==> src/hdl/kcl_pkg.sv <==
package kcl_pkg;

  localparam int unsigned CodeLength = 4;
  localparam int unsigned CountW     = 3;
  localparam int unsigned TriesW     = 3;
  localparam int unsigned TimerW     = 8;
  localparam int unsigned CfgDataW   = 8;

  localparam logic [CodeLength-1:0] StoredCodeRst   = '0;
  localparam logic [TriesW-1:0]     MaxAttemptsRst  = 3'd3;
  localparam logic [TimerW-1:0]     IdleTimeoutRst  = 8'd10;
  localparam logic [TimerW-1:0]     LockoutTicksRst = 8'd60;

  typedef enum logic [1:0] {
    FUNC_START = 2'd0,
    FUNC_TICK  = 2'd1,
    FUNC_KEY   = 2'd2
  } kcl_func_e;

  typedef enum logic [2:0] {
    STAT_IDLE    = 3'd0,
    STAT_DIGIT   = 3'd1,
    STAT_SUCCESS = 3'd2,
    STAT_WRONG   = 3'd3,
    STAT_BLOCKED = 3'd4,
    STAT_TIMEOUT = 3'd5
  } kcl_status_e;

  typedef enum logic [1:0] {
    REG_STORED_CODE   = 2'd0,
    REG_MAX_ATTEMPTS  = 2'd1,
    REG_IDLE_TIMEOUT  = 2'd2,
    REG_LOCKOUT_TICKS = 2'd3
  } kcl_reg_e;

  typedef struct packed {
    kcl_func_e func;
    logic      key_bit;
  } kcl_in_t;

  typedef struct packed {
    logic [2:0]        status;
    logic [CountW-1:0] digits_entered;
    logic [TriesW-1:0] tries_left;
    logic [TimerW-1:0] block_left;
    logic              is_blocked;
  } kcl_out_t;

  typedef struct packed {
    kcl_reg_e            index;
    logic [CfgDataW-1:0] data;
  } kcl_cfg_t;

endpackage

==> src/hdl/kcl_if.sv <==
interface kcl_in_if;
  logic            valid;
  logic            ready;
  kcl_pkg::kcl_in_t data;

  modport source (output valid, output data, input ready);
  modport sink (input valid, input data, output ready);
endinterface

interface kcl_out_if;
  logic             valid;
  logic             ready;
  kcl_pkg::kcl_out_t data;

  modport source (output valid, output data, input ready);
  modport sink (input valid, input data, output ready);
endinterface

interface kcl_cfg_if;
  logic             valid;
  logic             ready;
  kcl_pkg::kcl_cfg_t data;

  modport source (output valid, output data, input ready);
  modport sink (input valid, input data, output ready);
endinterface

==> src/hdl/keypad_code_lock_with_lockout_unit.sv <==
// Latency: a result is valid in the cycle after its request is accepted.
// Throughput: one request per cycle unless the output stalls; the single state
// update sits between the request handshake and the output register.
// The output register lets a new request in whenever it is empty or drained.
// Reset: registers take their documented defaults, the session starts timed
// out, the output register is empty.
module keypad_code_lock_with_lockout_unit (
  input  logic      clk_i,
  input  logic      rst_ni,
  kcl_cfg_if.sink   cfg_i,
  kcl_in_if.sink    in_i,
  kcl_out_if.source out_o
);
  import kcl_pkg::*;

  logic [CodeLength-1:0] stored_code_q;
  logic [TriesW-1:0]     max_attempts_q;
  logic [TimerW-1:0]     idle_timeout_q;
  logic [TimerW-1:0]     lockout_ticks_q;

  logic [CountW-1:0]     dcnt_q, dcnt_d;
  logic [CodeLength-1:0] entry_q, entry_d;
  logic [TriesW-1:0]     tries_q, tries_d;
  logic [TimerW-1:0]     idle_q, idle_d;
  logic [TimerW-1:0]     bcnt_q, bcnt_d;
  logic                  blk_q, blk_d;
  logic                  gr_q, gr_d;

  logic                  out_valid_q, out_valid_d;
  kcl_out_t              out_data_q, out_data_d;
  kcl_status_e           status;
  logic [CountW-1:0]     dcnt_inc;
  logic                  accept;

  function automatic kcl_status_e status_of(logic blk, logic gr, logic [TimerW-1:0] idle);
    kcl_status_e s;
    priority if (blk) s = STAT_BLOCKED;
    else if (gr) s = STAT_SUCCESS;
    else if (idle == '0) s = STAT_TIMEOUT;
    else s = STAT_IDLE;
    return s;
  endfunction

  assign cfg_i.ready = 1'b1;

  always_ff @(posedge clk_i or negedge rst_ni) begin
    if (!rst_ni) begin
      stored_code_q   <= StoredCodeRst;
      max_attempts_q  <= MaxAttemptsRst;
      idle_timeout_q  <= IdleTimeoutRst;
      lockout_ticks_q <= LockoutTicksRst;
    end else if (cfg_i.valid) begin
      unique case (cfg_i.data.index)
        REG_STORED_CODE:   stored_code_q   <= cfg_i.data.data[CodeLength-1:0];
        REG_MAX_ATTEMPTS:  max_attempts_q  <= cfg_i.data.data[TriesW-1:0];
        REG_IDLE_TIMEOUT:  idle_timeout_q  <= cfg_i.data.data[TimerW-1:0];
        REG_LOCKOUT_TICKS: lockout_ticks_q <= cfg_i.data.data[TimerW-1:0];
        default: ;
      endcase
    end
  end

  assign in_i.ready = !out_valid_q || out_o.ready;
  assign accept     = in_i.valid && in_i.ready;
  assign dcnt_inc   = dcnt_q + 1'b1;

  always_comb begin
    dcnt_d  = dcnt_q;
    entry_d = entry_q;
    tries_d = tries_q;
    idle_d  = idle_q;
    bcnt_d  = bcnt_q;
    blk_d   = blk_q;
    gr_d    = gr_q;
    status  = STAT_IDLE;
    unique case (in_i.data.func)
      FUNC_START: begin
        if (!blk_q) begin
          dcnt_d  = '0;
          entry_d = '0;
          tries_d = max_attempts_q;
          idle_d  = idle_timeout_q;
          gr_d    = 1'b0;
        end
        status = status_of(blk_d, gr_d, idle_d);
      end
      FUNC_TICK: begin
        if (blk_q) begin
          if (bcnt_q <= 8'd1) begin
            bcnt_d  = '0;
            blk_d   = 1'b0;
            tries_d = max_attempts_q;
            dcnt_d  = '0;
            entry_d = '0;
            idle_d  = idle_timeout_q;
          end else begin
            bcnt_d = bcnt_q - 1'b1;
          end
        end else if (!gr_q && idle_q != '0) begin
          idle_d = idle_q - 1'b1;
        end
        status = status_of(blk_d, gr_d, idle_d);
      end
      FUNC_KEY: begin
        if (blk_q || gr_q || idle_q == '0) begin
          status = status_of(blk_q, gr_q, idle_q);
        end else begin
          entry_d = {entry_q[CodeLength-2:0], in_i.data.key_bit};
          dcnt_d  = dcnt_inc;
          idle_d  = idle_timeout_q;
          status  = STAT_DIGIT;
          if (dcnt_inc >= CountW'(CodeLength)) begin
            if (entry_d == stored_code_q) begin
              gr_d   = 1'b1;
              dcnt_d = CountW'(CodeLength);
              status = STAT_SUCCESS;
            end else begin
              dcnt_d  = '0;
              entry_d = '0;
              if (tries_q <= 3'd1) begin
                tries_d = '0;
                blk_d   = 1'b1;
                bcnt_d  = lockout_ticks_q;
                status  = STAT_BLOCKED;
              end else begin
                tries_d = tries_q - 1'b1;
                status  = STAT_WRONG;
              end
            end
          end
        end
      end
      default: begin
        status = status_of(blk_q, gr_q, idle_q);
      end
    endcase

    out_data_d.status         = status;
    out_data_d.digits_entered = dcnt_d;
    out_data_d.tries_left     = tries_d;
    out_data_d.block_left     = blk_d ? bcnt_d : '0;
    out_data_d.is_blocked     = blk_d;
  end

  assign out_valid_d = accept || (out_valid_q && !out_o.ready);

  always_ff @(posedge clk_i or negedge rst_ni) begin
    if (!rst_ni) begin
      dcnt_q      <= '0;
      entry_q     <= '0;
      tries_q     <= '0;
      idle_q      <= '0;
      bcnt_q      <= '0;
      blk_q       <= 1'b0;
      gr_q        <= 1'b0;
      out_valid_q <= 1'b0;
    end else begin
      out_valid_q <= out_valid_d;
      if (accept) begin
        dcnt_q  <= dcnt_d;
        entry_q <= entry_d;
        tries_q <= tries_d;
        idle_q  <= idle_d;
        bcnt_q  <= bcnt_d;
        blk_q   <= blk_d;
        gr_q    <= gr_d;
      end
    end
  end

  always_ff @(posedge clk_i) begin
    if (accept) begin
      out_data_q <= out_data_d;
    end
  end

  assign out_o.valid = out_valid_q;
  assign out_o.data  = out_data_q;

endmodule

==> src/flat_wrapper.sv <==
// flat-port wrapper written by rule: the top's interface ports become plain ports
module keypad_code_lock_with_lockout_unit_flat import kcl_pkg::*;
  (clk_i, rst_ni, cfg_i_valid, cfg_i_data, cfg_i_ready, in_i_valid, in_i_data, in_i_ready, out_o_valid, out_o_data, out_o_ready);
  kcl_cfg_if cfg_i_i ();
  kcl_in_if in_i_i ();
  kcl_out_if out_o_i ();
  input  logic clk_i;
  input  logic rst_ni;
  input wire logic [$bits(cfg_i_i.valid)-1:0] cfg_i_valid;
  input wire logic [$bits(cfg_i_i.data)-1:0] cfg_i_data;
  output wire logic [$bits(cfg_i_i.ready)-1:0] cfg_i_ready;
  input wire logic [$bits(in_i_i.valid)-1:0] in_i_valid;
  input wire logic [$bits(in_i_i.data)-1:0] in_i_data;
  output wire logic [$bits(in_i_i.ready)-1:0] in_i_ready;
  output wire logic [$bits(out_o_i.valid)-1:0] out_o_valid;
  output wire logic [$bits(out_o_i.data)-1:0] out_o_data;
  input wire logic [$bits(out_o_i.ready)-1:0] out_o_ready;
  assign cfg_i_i.valid = cfg_i_valid;
  assign cfg_i_i.data = cfg_i_data;
  assign cfg_i_ready = cfg_i_i.ready;
  assign in_i_i.valid = in_i_valid;
  assign in_i_i.data = in_i_data;
  assign in_i_ready = in_i_i.ready;
  assign out_o_valid = out_o_i.valid;
  assign out_o_data = out_o_i.data;
  assign out_o_i.ready = out_o_ready;
  keypad_code_lock_with_lockout_unit u_core (.clk_i(clk_i), .rst_ni(rst_ni), .cfg_i(cfg_i_i), .in_i(in_i_i), .out_o(out_o_i));
endmodule
==> config.mk <==
export PLATFORM = sky130hd
export DESIGN_NAME = keypad_code_lock_with_lockout_unit_flat
export DESIGN_NICKNAME = d
export VERILOG_FILES = /design/src/hdl/kcl_pkg.sv /design/src/hdl/kcl_if.sv /design/src/hdl/keypad_code_lock_with_lockout_unit.sv /design/src/flat_wrapper.sv
export SDC_FILE = /design/constraint.sdc
export NUM_CORES = 1
export LEC_CHECK = 0
export ABC_AREA = 1
export BUFFER_PORTS_ARGS = -buffer_cell sky130_fd_sc_hd__buf_2
export CAP_MARGIN = 40
export CORE_MARGIN = 3
export CORE_UTILIZATION = 35
export DETAILED_ROUTE_END_ITERATION = 10
export SYNTH_ARGS = -nofsm -noshare
export SYNTH_HDL_FRONTEND = slang
export SYNTH_SLANG_ARGS = --single-unit
==> constraint.sdc <==
create_clock -name clk_i -period 2.2 [get_ports clk_i]
set_input_delay 0.44 -clock clk_i [delete_from_list [all_inputs] [get_ports clk_i]]
set_output_delay 0.44 -clock clk_i [all_outputs]
set_load 0.02 [all_outputs]
==> results.txt <==
----------------------------------------------------
[Setup path]
  Critical register-to-register path endpoint ... u_core.out_o.data[9]
  Worst Setup Path Type ... reg2reg
  Data required time of the worst path ... about 2300 ps
  Number of cells on the critical path ... 13
  Number of buffer and inverter instances along the worst setup path ... 1
  Setup slack on the worst flop-to-flop path ... 150 ps
  Family with the most delay on the worst path ... simple AND/OR/NAND/NOR gates
  Most numerous cell on the critical path ... sky130_fd_sc_hd__nand2_1
  Crit end category ... flop
  Arrival @ worst endpoint ... 2150 ps
  Number of cells on the worst reg-to-reg path ... 13
  Cells along the critical path ... inv_2 > ha_2 > nor2_1 > nor2_2 > nand2_4 > nor2_8 > nor2_4 > nor2_4 > nand2_1 > o21ai_1 > o311ai_1 > nand2_1 > nand2_1
  Highest fanout seen on the critical path ... 7
  Worst setup SP type ... flop
  Critical Path Max Stage Delay ... 420 ps
  Worst r2r src ... u_core.bcnt_q[0]
  Slowest cell on crit path ... sky130_fd_sc_hd__dfrtp_1

[Logic synthesis]
  Predominant post-synthesis flop cell ... sky130_fd_sc_hd__dfrtp_1
  Total of warnings raised by yosys ... 0
  Fraction of the yosys area taken by sequential cells ... 40.4%
  Number of standard cells after synthesis ... 588
  Register bit count reported by yosys ... 69
  Share of Yosys cell area claimed by the top area cell type ... 23.8%
  Most instantiated library cell after synthesis ... sky130_fd_sc_hd__nand2_1
  Cell taking the most area after synthesis ... sky130_fd_sc_hd__dfrtp_1
  Nets in the synthesized netlist ... 617
  Cell types with the highest counts after synthesis ... sky130_fd_sc_hd__nand2_1 (159), sky130_fd_sc_hd__o21ai_0 (57), sky130_fd_sc_hd__inv_1 (55)
  Synth async-reset ratio ... 73.9%
  Number of enable flip-flop cells after synthesis ... 18
  Top post-synthesis cells by area ... sky130_fd_sc_hd__dfrtp_1 (24%), sky130_fd_sc_hd__nand2_1 (13%), sky130_fd_sc_hd__edfxtp_1 (12%)
  Cell area after synthesis ... 4520 µm²
  Post-Synthesis Mean Instance Area ... 7.69 µm²
  Library cells used by synthesis ... 44

[Floorplan]
  Row cnt ... 40
  Die Span X ... 120 µm
  Number of I/O pins ... 39
  Floorplan core area ... around 12000 µm²
  Area of the die ... 14300 µm²
  Die Span Y ... roughly 120 µm
  Initial Utilization ... 36.7%

[Layout]
  Layout net count ... 674
  Area growth from synthesis to layout ... 19.5%
  Design area ... 5410 µm²
  Proportion of layout cells with a drive suffix above 1 ... 24.3%
  Number of antenna diodes ... 0
  Share of the core filled with cells ... 43.9%

[Worst hold path]
  Type of the worst min-delay path ... in2async

[Drt]
  First drt pass iteration count ... 5
  Remaining DRCs ... 0
  Number of vias per cell ... 5.01
  Violation count after the first detailed-route iteration ... 265
  WL final ... 12100 µm
  Count of nets left with antenna violations after detail routing ... 0
  Avg WL per Cell ... 14.8 µm
  Via count ... 4096

[Global routing]
  Global routing met1 resource utilization ... 24.2%
  Total routing resource utilization after global routing ... 17.8%
  Met3 global-route usage ... 4.71%
  Met2 global-route usage ... 27.6%
  Layer carrying the most global-route usage ... met2
  Via count of the first global-routing pass ... about 4000
  Remaining global-route overflow ... 0
  Number of antenna violations at the first check in global routing ... 0
  Largest net degree at the start of global routing ... 29
  Global-route wire length before repair ... a little over 20000 µm

[STA]
  Setup TNS after final layout ... 0 ps
  Highest Clock Rate ... 488 MHz
  Share of the cycle needed by the critical path after routing ... 93.1%
  Worst hold slack ... 7.06 ps
  Number of hold-slack violations in the final timing report ... 0
  Final setup viols ... 0
  Min Clock Period, post-route ... between 2000 and 2500 ps
  Worst clock skew ... 10.3 ps
  Max-slew violation count ... 0

[Placement]
  Number of buffers added on ports ... 37
  Post-detailed-placement half-perimeter wirelength ... 9360 µm
  Routability Congestion ... 0.935
  Area after detailed placement ... between 5000 and 6000 µm²

[Clock tree]
  TritonCTS sink count ... 69
  Cell chosen for the clock root ... sky130_fd_sc_hd__clkbuf_16
  Clk slew on worst S/H paths ... 60 ps
  Maximum buffer depth of the clock tree ... 2
  TritonCTS clock tree ... yes
  Post-CTS Hold Buffers ... 0
  H-Tree Level Count ... 3
  Total clock buffers created by CTS ... 9
  Clock insertion delay at the later pin of the skew report ... between 300 and 400 ps

[Outcome]
  Outcome ... finished, final reports clean

[Power]
  LEAKAGE ... 0.00256 µW
  Power Dens Cells ... 1050 nW/µm²
  Total power ... 5660 µW
  Maximum resistive drop on vdd ... 413 µV

[Run]
  Max_cap viols ... 0

----------------------------------------------------
-- what timing repair did --
action,4_1_cts,5_1_grt
buffers inserted,0,0
endpoints found under the setup margin,0,14
resized for setup,0,13
-- through the flow --
| step | instances | setup slack [ps] |
|---|---|---|
| global placement | 802 | 125 |
| detailed placement | 802 | 106 |
| finish | 818 | 151 |
| CTS | 818 | 70.9 |
| floorplan | 588 | 256 |
| global route | 818 | -3.55 |
-- cells in the final DEF, fill, tap and decap left out, types with 5 or more instances in the layout --
master,netlist,final
sky130_fd_sc_hd__o21ai_1,17,17
sky130_fd_sc_hd__o21ai_0,57,57
sky130_fd_sc_hd__edfxtp_1,18,18
sky130_fd_sc_hd__nand3_2,5,5
sky130_fd_sc_hd__buf_4,2,27
sky130_fd_sc_hd__nor2_2,7,9
sky130_fd_sc_hd__nand2_1,159,158
sky130_fd_sc_hd__inv_2,7,9
sky130_fd_sc_hd__nor2_1,47,45
sky130_fd_sc_hd__nand2_4,4,5
sky130_fd_sc_hd__inv_1,55,53
sky130_fd_sc_hd__xor2_1,10,10
sky130_fd_sc_hd__dfrtp_1,43,43
sky130_fd_sc_hd__o211ai_2,10,10
sky130_fd_sc_hd__nand2_2,8,8
sky130_fd_sc_hd__nor2_4,8,8
sky130_fd_sc_hd__clkbuf_16,0,9
sky130_fd_sc_hd__o211ai_1,6,6
sky130_fd_sc_hd__nand3_1,24,24
sky130_fd_sc_hd__buf_2,7,37
sky130_fd_sc_hd__ha_1,11,10
sky130_fd_sc_hd__a21oi_1,30,27
sky130_fd_sc_hd__nor3_1,5,5
sky130_fd_sc_hd__nand4_1,5,5
sky130_fd_sc_hd__dfstp_2,8,8
-- where the power goes --
group          leakage, µW  switching, µW  internal [µW]
registers         0.000802            261           1600
logic              0.00161           1500            828
clock network     0.000146            533            940
total              0.00256           2290           3370
-- routing by layer --
layer	wire (µm)	share of wire, %	vias up
li1	-	-	2055
met1	5790	48	1917
met2	5350	44	109
met3	748	6.2	15
met4	199	1.6	0
met5	0	0	-
-- final cells by class --
| cell class | count | area [µm²] |
|---|---|---|
| clock buffer | 13 | 260 |
| clock inverter | 3 | 43.8 |
| fill | 1269 | 6910 |
| inverter | 64 | 243 |
| multi-input combinational | 435 | 2390 |
| sequential | 69 | 1830 |
| tap | 168 | 210 |
| timing repair buffer | 66 | 428 |
-- logic make-up after synthesis --
group | synth area share [%]
AND/OR/NAND/NOR | 28.1
AO/OA/AOI/OAI | 18.3
buffers and inverters | 7.80
flip-flops | 40.4
XOR/XNOR | 2.30
adder cells (fa/ha/maj) | 3.04
other | 0.0829
-- worst reg2reg max path, delay by kind of cell (launching register included) --
family                     cells  cell delay, ps
AOI/OAI and AO/OA              2             260
buffers and inverters          1              90
DFF                            1             420
and+or+nand+nor                9             840
adders and majority gates      1             190
-- sequential cells by signal, summed over array words and instances, names as in the netlist, 4 cells and up --
| signal | cells |
|---|---|
| u_core.idle_timeout_q | 8 |
| u_core.stored_code_q | 4 |
| u_core.lockout_ticks_q | 8 |
| u_core.idle_q | 8 |
| u_core.bcnt_q | 8 |
| u_core.out_o.data | 18 |
-- worst max path at each step --
stage / endpoint / slack [ps] / start
2_1_floorplan: u_core.out_o.data[1] / 260 / u_core.idle_q[0]
3_3_place_gp: u_core.out_o.data[17] / 120 / u_core.bcnt_q[0]
3_5_place_dp: u_core.out_o.data[15] / 110 / u_core.bcnt_q[1]
4_1_cts: u_core.out_o.data[15] / 70 / u_core.bcnt_q[1]
5_1_grt: u_core.out_o.data[17] / -4 / u_core.idle_q[0]
6_report: u_core.out_o.data[9] / 150 / u_core.bcnt_q[0]
Power figures use the tool's default switching activity.
